===== config.mk =====
export PLATFORM = sky130hd
export DESIGN_NAME = shuffled_index_sequencer
export DESIGN_NICKNAME = d
export VERILOG_FILES = /design/src/hw/rtl/sis_pkg.sv /design/src/hw/rtl/sis_div.sv /design/src/hw/rtl/shuffled_index_sequencer.sv
export SDC_FILE = /design/constraint.sdc
export NUM_CORES = 1
export LEC_CHECK = 0
export BUFFER_PORTS_ARGS = -buffer_cell sky130_fd_sc_hd__buf_4
export CORE_AREA = 3 3 255 445
export CTS_BUF_LIST = sky130_fd_sc_hd__clkbuf_8
export CTS_CLUSTER_SIZE = 25
export DETAILED_ROUTE_END_ITERATION = 10
export DIE_AREA = 0 0 258 448
export GPL_TIMING_DRIVEN = 1
export PLACE_DENSITY = 0.49
export REMOVE_ABC_BUFFERS = 1
export SLEW_MARGIN = 20
export SYNTH_ARGS = -nofsm -noshare
export SYNTH_HDL_FRONTEND = slang
export SYNTH_HIERARCHICAL = 1
export SYNTH_SLANG_ARGS = --single-unit

===== constraint.sdc =====
create_clock -name clock -period 15.24 [get_ports clock]
set_input_delay 1.524 -clock clock [delete_from_list [all_inputs] [get_ports clock]]
set_output_delay 1.524 -clock clock [all_outputs]
set_load 0.03 [all_outputs]

===== src/hw/rtl/sis_pkg.sv =====
// shared types and constants for the shuffled index sequencer
// used by sis_div and shuffled_index_sequencer; no dependencies
package sis_pkg;

   localparam int DATA_W = 32;
   localparam int CNT_W  = 5;

   localparam logic OP_INIT    = 1'b0;
   localparam logic OP_ADVANCE = 1'b1;

   localparam logic [DATA_W-1:0] ALL_ONES = {DATA_W{1'b1}};

   typedef struct packed {
      logic              start;
      logic [DATA_W-1:0] dividend;
      logic [DATA_W-1:0] divisor;
   } div_req_type;

   typedef struct packed {
      logic              done;
      logic [DATA_W-1:0] quotient;
      logic [DATA_W-1:0] remainder;
   } div_rsp_type;

endpackage


===== src/hw/rtl/sis_div.sv =====
// radix-2 restoring divider, one quotient bit per cycle
// depends on sis_pkg
module sis_div (
   input  logic                clock,
   input  logic                reset,
   input  sis_pkg::div_req_type div_req,
   output sis_pkg::div_rsp_type div_rsp
);

   logic                       busy_ff, busy_in;
   logic                       done_ff, done_in;
   logic [sis_pkg::CNT_W-1:0]  cnt_ff, cnt_in;
   logic [sis_pkg::DATA_W-1:0] rem_ff, rem_in;
   logic [sis_pkg::DATA_W-1:0] quo_ff, quo_in;
   logic [sis_pkg::DATA_W-1:0] dvs_ff, dvs_in;

   logic [sis_pkg::DATA_W:0]   shifted;
   logic [sis_pkg::DATA_W+1:0] diff;
   logic                       ge;

   assign shifted = {rem_ff, quo_ff[sis_pkg::DATA_W-1]};
   assign diff    = {1'b0, shifted} - {2'b00, dvs_ff};
   assign ge      = ~diff[sis_pkg::DATA_W+1];

   always_comb begin
      busy_in = busy_ff;
      done_in = 1'b0;
      cnt_in  = cnt_ff;
      rem_in  = rem_ff;
      quo_in  = quo_ff;
      dvs_in  = dvs_ff;
      if (div_req.start) begin
         busy_in = 1'b1;
         cnt_in  = {sis_pkg::CNT_W{1'b1}};
         rem_in  = '0;
         quo_in  = div_req.dividend;
         dvs_in  = div_req.divisor;
      end else if (busy_ff) begin
         rem_in = ge ? diff[sis_pkg::DATA_W-1:0] : shifted[sis_pkg::DATA_W-1:0];
         quo_in = {quo_ff[sis_pkg::DATA_W-2:0], ge};
         cnt_in = cnt_ff - 1'b1;
         if (cnt_ff == '0) begin
            busy_in = 1'b0;
            done_in = 1'b1;
         end
      end
   end

   always_ff @(posedge clock) begin
      if (reset) begin
         busy_ff <= 1'b0;
         done_ff <= 1'b0;
         cnt_ff  <= '0;
      end else begin
         busy_ff <= busy_in;
         done_ff <= done_in;
         cnt_ff  <= cnt_in;
      end
      rem_ff <= rem_in;
      quo_ff <= quo_in;
      dvs_ff <= dvs_in;
   end

   assign div_rsp.done      = done_ff;
   assign div_rsp.quotient  = quo_ff;
   assign div_rsp.remainder = rem_ff;

endmodule


===== src/hw/rtl/shuffled_index_sequencer.sv =====
// shuffled index sequencer: sequencer around one shared 32-bit divider
// advance: one division (count mod quotient)
// initialize: four divisions in turn, three on the overflow fallback; length below 2: no division
// one item at a time; req_ready is high only while idle, the result waits in an output register
// synchronous active-high reset: position 0, step 1, bound 1, count 0; depends on sis_pkg, sis_div
module shuffled_index_sequencer (
   input  logic                       clock,
   input  logic                       reset,
   input  logic                       req_valid,
   output logic                       req_ready,
   input  logic                       req_opcode,
   input  logic [sis_pkg::DATA_W-1:0] req_length,
   input  logic [sis_pkg::DATA_W-1:0] req_rand_start,
   input  logic [sis_pkg::DATA_W-1:0] req_rand_step,
   output logic                       rsp_valid,
   input  logic                       rsp_ready,
   output logic [sis_pkg::DATA_W-1:0] rsp_value
);

   localparam logic [2:0] ST_IDLE = 3'd0;
   localparam logic [2:0] ST_D1   = 3'd1;
   localparam logic [2:0] ST_D2   = 3'd2;
   localparam logic [2:0] ST_D3   = 3'd3;
   localparam logic [2:0] ST_D4   = 3'd4;
   localparam logic [2:0] ST_ADV  = 3'd5;
   localparam logic [2:0] ST_DONE = 3'd6;

   localparam int W = sis_pkg::DATA_W;

   logic [2:0]   state_ff, state_in;
   logic [W-1:0] position_ff, position_in;
   logic [W-1:0] step_ff, step_in;
   logic [W-1:0] bound_ff, bound_in;
   logic [W-1:0] count_ff, count_in;
   logic [W-1:0] quot_ff, quot_in;
   logic [W-1:0] len_ff, len_in;
   logic [W-1:0] rstep_ff, rstep_in;
   logic [W-1:0] result_ff, result_in;
   logic         start_ff, start_in;
   logic [W-1:0] dvd_ff, dvd_in;
   logic [W-1:0] dvs_ff, dvs_in;
   logic         rsp_valid_ff, rsp_valid_in;
   logic [W-1:0] rsp_value_ff, rsp_value_in;

   sis_pkg::div_req_type div_req;
   sis_pkg::div_rsp_type div_rsp;

   logic [W-1:0] base;
   logic [W-1:0] inc;
   logic [W-1:0] gap;

   assign div_req.start    = start_ff;
   assign div_req.dividend = dvd_ff;
   assign div_req.divisor  = dvs_ff;

   sis_div u_div (
      .clock   (clock),
      .reset   (reset),
      .div_req (div_req),
      .div_rsp (div_rsp)
   );

   assign base = len_ff - div_rsp.remainder;
   assign inc  = (quot_ff != '0 && div_rsp.remainder == '0) ? step_ff + 1'b1 : step_ff;
   assign gap  = bound_ff - position_ff;

   assign req_ready = (state_ff == ST_IDLE);

   always_comb begin
      state_in     = state_ff;
      position_in  = position_ff;
      step_in      = step_ff;
      bound_in     = bound_ff;
      count_in     = count_ff;
      quot_in      = quot_ff;
      len_in       = len_ff;
      rstep_in     = rstep_ff;
      result_in    = result_ff;
      start_in     = 1'b0;
      dvd_in       = dvd_ff;
      dvs_in       = dvs_ff;
      rsp_valid_in = rsp_valid_ff;
      rsp_value_in = rsp_value_ff;

      if (rsp_valid_ff && rsp_ready) begin
         rsp_valid_in = 1'b0;
      end

      unique case (state_ff)
         ST_IDLE: begin
            if (req_valid) begin
               if (req_opcode == sis_pkg::OP_ADVANCE) begin
                  result_in = position_ff;
                  count_in  = count_ff + 1'b1;
                  start_in  = 1'b1;
                  dvd_in    = count_ff + 1'b1;
                  dvs_in    = quot_ff;
                  state_in  = ST_ADV;
               end else begin
                  count_in = '0;
                  len_in   = req_length;
                  rstep_in = req_rand_step;
                  if (req_length < W'(2)) begin
                     position_in = '0;
                     step_in     = W'(1);
                     bound_in    = req_length + 1'b1;
                     quot_in     = req_length + 1'b1;
                     result_in   = req_length + 1'b1;
                     state_in    = ST_DONE;
                  end else begin
                     start_in = 1'b1;
                     dvd_in   = req_rand_start;
                     dvs_in   = req_length;
                     state_in = ST_D1;
                  end
               end
            end
         end
         ST_D1: begin
            if (div_rsp.done) begin
               position_in = div_rsp.remainder;
               start_in    = 1'b1;
               dvd_in      = rstep_ff;
               dvs_in      = len_ff - 1'b1;
               state_in    = ST_D2;
            end
         end
         ST_D2: begin
            if (div_rsp.done) begin
               step_in  = div_rsp.remainder + 1'b1;
               start_in = 1'b1;
               dvd_in   = len_ff;
               dvs_in   = div_rsp.remainder + 1'b1;
               state_in = ST_D3;
            end
         end
         ST_D3: begin
            if (div_rsp.done) begin
               if (base > ~step_ff) begin
                  bound_in  = sis_pkg::ALL_ONES;
                  step_in   = W'(1);
                  quot_in   = sis_pkg::ALL_ONES;
                  result_in = sis_pkg::ALL_ONES;
                  state_in  = ST_DONE;
               end else begin
                  bound_in  = base + step_ff;
                  result_in = base + step_ff;
                  start_in  = 1'b1;
                  dvd_in    = base + step_ff;
                  dvs_in    = step_ff;
                  state_in  = ST_D4;
               end
            end
         end
         ST_D4: begin
            if (div_rsp.done) begin
               quot_in  = div_rsp.quotient;
               state_in = ST_DONE;
            end
         end
         ST_ADV: begin
            if (div_rsp.done) begin
               if (inc >= gap) begin
                  position_in = position_ff + inc - bound_ff;
               end else begin
                  position_in = position_ff + inc;
               end
               state_in = ST_DONE;
            end
         end
         ST_DONE: begin
            if (!rsp_valid_ff || rsp_ready) begin
               rsp_valid_in = 1'b1;
               rsp_value_in = result_ff;
               state_in     = ST_IDLE;
            end
         end
         default: begin
            state_in = ST_IDLE;
         end
      endcase
   end

   always_ff @(posedge clock) begin
      if (reset) begin
         state_ff     <= ST_IDLE;
         position_ff  <= '0;
         step_ff      <= W'(1);
         bound_ff     <= W'(1);
         count_ff     <= '0;
         quot_ff      <= W'(1);
         start_ff     <= 1'b0;
         rsp_valid_ff <= 1'b0;
      end else begin
         state_ff     <= state_in;
         position_ff  <= position_in;
         step_ff      <= step_in;
         bound_ff     <= bound_in;
         count_ff     <= count_in;
         quot_ff      <= quot_in;
         start_ff     <= start_in;
         rsp_valid_ff <= rsp_valid_in;
      end
      len_ff       <= len_in;
      rstep_ff     <= rstep_in;
      result_ff    <= result_in;
      dvd_ff       <= dvd_in;
      dvs_ff       <= dvs_in;
      rsp_value_ff <= rsp_value_in;
   end

   assign rsp_valid = rsp_valid_ff;
   assign rsp_value = rsp_value_ff;

endmodule


# After elaboration in Yosys (flattened, before gate mapping)
# Cells that the tools add are included.
[op_classes]
n_addsub = 12
eq_ne = 20
shift = 0
mul = 0
div = 0
reduce_logical = 27
n_bitwise = 4
order_cmp = 3
n_mux = 73
[op_table]
columns = ["cell", "count"]
rows = [
  ["$mux 32", 40],
  ["$pmux 32 s3", 3],
  ["$pmux 32 s4", 2],
  ["$add 32x1->32 const B", 4],
  ["$pmux 32 s2", 2],
  ["$sub 32x32->32", 3],
  ["$add 32x32->32", 2],
  ["$sub 33x32->34", 1],
  ["$ge 32x32->1", 1],
  ["$gt 32x32->1", 1],
  ["$logic_not 32->1", 1],
  ["$lt 32x2->1 const B", 1],
  ["$not 32->32", 1],
  ["$reduce_bool 32->1", 1],
  ["$sub 32x1->32 const B", 1],
  ["$mux 3", 8],
  ["$reduce_and 7->1", 3],
  ["$pmux 3 s6", 1],
  ["$ne 2x1->1 const B", 7],
  ["$mux 1", 13],
  ["$reduce_and 6->1", 2],
  ["$mux 5", 2],
  ["$ne 2x2->1 const B", 5],
  ["$eq 3x3->1 const B", 3],
  ["22 further kinds", 31],
]
[word_totals]
latch_bits = 0
n_memories = 0
input_bits = 101
romBits = 0
word_cells = 159
ram_bits = 0
output_inout_bits = 34
reg_bits = 460

# Longest topological paths before layout
[depth]
word_depth = 8
ltp_mapped = 32
depth_no_buf = 32

# Cells and area by module
# Netlist, hierarchy kept.
[by_module_without_submodules]
columns = ["module", "seq_area_each_um2", "instances", "area_per_inst_um2", "cells_per_inst"]
rows = [
  ["shuffled_index_sequencer", 9068.7, 1, 27030.9, 3165],
  ["sis_div", 2702.6, 1, 5908.2, 564],
]

# Worst setup path after synthesis
# Ideal clock, no wire load.
[synth_timing]
path_kind = "reg-to-reg"
startpoint = "register u_div/rem_ff[0] (netlist bit)"
endpoint = "register dvd_ff[0] (enable)"
arrival_ns = 9.326
slack_ns = 5.331
path_stages_with_launch = 23
period_less_slack_ns = 9.909
setup_time_ns = 0.583
required_time_ns = 14.657
path_buffers = 0
cell_sequence = "dfxtp_1 ha_1 inv_1 fa_1 a21o_1 a21oi_1 nor2b_1 o211ai_1 nand2_1 a2111oi_0 o31ai_1 a21o_1 a21oi_1 xnor2_1 ha_1 a21o_1 a21oi_1 o21ai_0 a21o_1 a311o_1 nand2_1 nor2_1 a211oi_1"
[synth_between]
elab_chain_cells = 4
[synth_rtl]
columns = ["element", "line", "rtl"]
rows = [
  ["from (decl)", "sis_div.sv:13", "logic [sis_pkg::DATA_W-1:0] rem_ff, rem_in;"],
  ["from (signal assigned)", "sis_div.sv:59", "rem_ff <= rem_in;"],
  ["$sub 32x32->32", "shuffled_index_sequencer.sv:63", "assign base = len_ff - div_rsp.remainder;"],
  ["$gt 32x32->1", "shuffled_index_sequencer.sv:139", "if (base > ~step_ff) begin"],
  ["$ne 2x2->1 (no source line)", "-", ""],
  ["$reduce_and 7->1 (no source line)", "-", ""],
  ["to (signal assigned)", "shuffled_index_sequencer.sv:207", "dvd_ff <= dvd_in;"],
  ["to (decl)", "shuffled_index_sequencer.sv:40", "logic [W-1:0] dvd_ff, dvd_in;"],
]
# Every way passes these cells.
# A chain may end at the register's enable or synchronous reset.

# Final worst setup path
[layout_timing]
startpoint = "register u_div/rem_ff[1] (netlist bit)"
endpoint = "register position_ff[31]"
[layout_between]
elab_chain_cells = 8
elab_cells_between_ends = 9
classes_between = "add/sub (2); order compare (1); mux (4); reduce/logical (2)"
[layout_rtl]
columns = ["element", "line", "rtl"]
rows = [
  ["$logic_not 32->1 *", "shuffled_index_sequencer.sv:64", "assign inc = (quot_ff != '0 && div_rsp.remainder == '0) ? step_ff + 1'b1 : step_ff;"],
  ["$logic_and 1x1->1 *", "shuffled_index_sequencer.sv:64", ""],
  ["$mux 32 *", "shuffled_index_sequencer.sv:64", ""],
  ["$add 32x32->32", "shuffled_index_sequencer.sv:164, shuffled_index_sequencer.sv:166", ""],
  ["$sub 32x32->32", "shuffled_index_sequencer.sv:164", "position_in = position_ff + inc - bound_ff;"],
  ["$mux 32 *", "shuffled_index_sequencer.sv:163", "if (inc >= gap) begin"],
  ["$mux 32 *", "shuffled_index_sequencer.sv:162", "if (div_rsp.done) begin"],
  ["$pmux 32 s3 *", "shuffled_index_sequencer.sv:89", "unique case (state_ff)"],
  ["to (signal assigned)", "shuffled_index_sequencer.sv:196", "position_ff <= position_in;"],
  ["to (decl)", "shuffled_index_sequencer.sv:31", "logic [W-1:0] position_ff, position_in;"],
]
# Mark *: on every way between the ends. The rest lies on a longest branch, timed or not. The select of a mux whose other input is x is not followed.

==> results.cfg <==
[layout]
fin_area_um2 = 37100
final_common_cell = nor2_1
area_growth_pct = 12.6
fin_cells = 5350
layout_common_cells = nor2_1, a21oi_1, nand2_1
drive_above_1_share = 0.105
nNetsFinal = 4161

[drt]
drt_iter0_drc = 1720
ant_nets = 0
wire_per_inst_um = 25.5
vias = 29015
vias_per_cell = 5.42
drcViolationCount = 0
dr.pass1.iters = 8
wirelength_um = 136000

[timing]
skew_ps = 51.0
min_period_ps = 9020
rsz0062_at_grt = false
whs_ps = 409
fmax_mhz = 111
setup_viol = 0
drv_slew = 0
relSlewSlack = 0.262
worst_pin_slew_ps = 1110
setup_tns_ps = 0
finalHoldViolCount = 0
post-route-period-util = 0.592

[clock_network]
clockBufferDepth = 3
cts.sinks = 460
ctsResizeCount = 0
h-tree-depth = 3
cts_hold_buf = 0
post_cts_buffers = 0
cts_buffers = 75
clockRootBuffer = clkbuf_8
cts_tree = yes
clk_pin_slew_worst_paths_ps = 70
insertion_delay_ps = 750

[synthesis]
synth-edff-count = 256
synth_fa_ha_area_frac = 0.0922
synth_top_family_by_area = compound AO/OA/AOI/OAI gates
synthSimpleGateAreaFrac = 0.158
ys_seq_area_frac = 0.357
yosysWarnings = 6
synth_cell_types = 94
syn_area_um2 = 32900
yosys_most_used_dff = edfxtp_1
synth_compound_area_frac = 0.215
synth-async-reset-ratio = 0
syn_inst = 3729
synthMuxAreaShare = 0.0489
synth_xor_area_frac = 0.0831
avgSynthCellArea_um2 = 8.83
ys_ff_latch = 460

[global_routing]
antenna_found_initial = 2
grt_pass1_vias = 29980
gr-total-overflow = 0
grt_pass1_wl_um = 196000
grt_usage = 0.232
grt_max_degree = 66

[die]
initial_core_util = 0.299
chipHeight_um = 448
chipWidth_um = 258
io_pins = 135
dieArea_um2 = 116000
core_area_um2 = 110000
fp-row-count = 161

[worst_setup_path]
start_kind = register
max_stage_delay_ps = 730
path_class = reg2reg
cp-end-kind = register
cp.arrival_ps = 9660
crit_slowest_cell = o32ai_1
worst_ep_required_time_ps = 15880
crit_path_frequent_cell = a21oi_1
cp_max_fo = 8

[pwr]
p_per_area_nw_per_um2 = 135
fin_total_pwr_mw = 4.99
leakage_nw = 14.5
ir_drop_mv = 0.0725

[min_path]
hold_class = reg2reg

[place]
hpwl_um = 108000
dp_cells = 5211
io_buffers = 134
gp_congestion = 0.981
dpl_cell_area_um2 = 35600

[flow_run]
drv_cap = 0

[status]
status = complete, no violations
per-layer routing:
layer  GRT usage  vias to the layer above  wire [um]
met5           0                        -          7
met4       0.160                        2      10500
met3      0.0231                      311       4330
met2       0.434                      800      70900
met1       0.243                    14075      50500
li1            -                    13827          -
worst max-delay path: cells and delay by family (launching register included):
kind | cells | cell delay (ps)
muxes | 1 | 80
adders and majority gates | 3 | 900
DFF | 1 | 390
AOI/OAI and AO/OA | 13 | 3770
xor gates and xnor gates | 3 | 770
buffers and inverters | 1 | 200
and+or+nand+nor | 8 | 2810
cells by family after synthesis:
group	after synthesis
and+or+nand+nor	1111
AOI/OAI and AO/OA	1078
DFF	460
buffers and inverters	376
xor gates and xnor gates	311
adders and majority gates	239
muxes	154
worst paths after layout:
path / slack (ps) / cells past startpoint / from / end
worst min register to register: 410 / 0 / dvs_ff[17] / u_div/dvs_ff[17]
worst max register to register: 6220 / 29 / u_div/rem_ff[1] / position_ff[31]
worst max-delay path: 6220 / 29 / u_div/rem_ff[1] / position_ff[31]
worst min-delay path: 410 / 0 / dvs_ff[17] / u_div/dvs_ff[17]
cells in the mapped netlist (all sizes together), types with 27 or more instances:
cell type,instances,area share
and3,45,0.0085
dfxtp,204,0.12
a211oi,59,0.014
nor4,40,0.0082
a21o,111,0.025
nand3,94,0.014
a31oi,27,0.0051
nor3,55,0.0084
mux2i,101,0.031
nor2b,40,0.0078
clkbuf,135,0.015
nand2b,57,0.011
o221ai,30,0.0080
nor2,350,0.040
xnor2,193,0.051
edfxtp,256,0.23
xor2,117,0.031
nand2,309,0.035
buf,37,0.0070
mux2,53,0.018
a221oi,59,0.016
o21ai,240,0.037
inv,200,0.023
ha,233,0.089
a21oi,313,0.048
o21bai,28,0.0064
o211ai,39,0.0090
nand4,44,0.0084
stage by stage:
stage	setup slack, ps	util
2_1_floorplan	5290	-
3_3_place_gp	5790	0.323
3_5_place_dp	6450	0.323
4_1_cts	6390	0.336
5_1_grt	5850	0.336
6_report	6220	0.336
final cells by class:
class	instances	area [um^2]
Antenna cell	1	2.50
Timing Repair Buffer	187	1410
Tap cell	1467	1840
Fill cell	11710	73100
Sequential cell	460	11800
Clock inverter	56	372
Multi-Input combinational cell	2893	19800
Clock buffer	82	1130
Inverter	204	766
power breakdown:
group | total, mW | leakage, nW | switching (mW) | internal [mW]
clock network | 1.15 | 0.852 | 0.566 | 0.582
logic | 2.17 | 9.55 | 1.38 | 0.795
registers | 1.67 | 4.06 | 0.184 | 1.49
total | 4.99 | 14.5 | 2.13 | 2.87
Note: power is estimated with default switching activity, not from simulation.
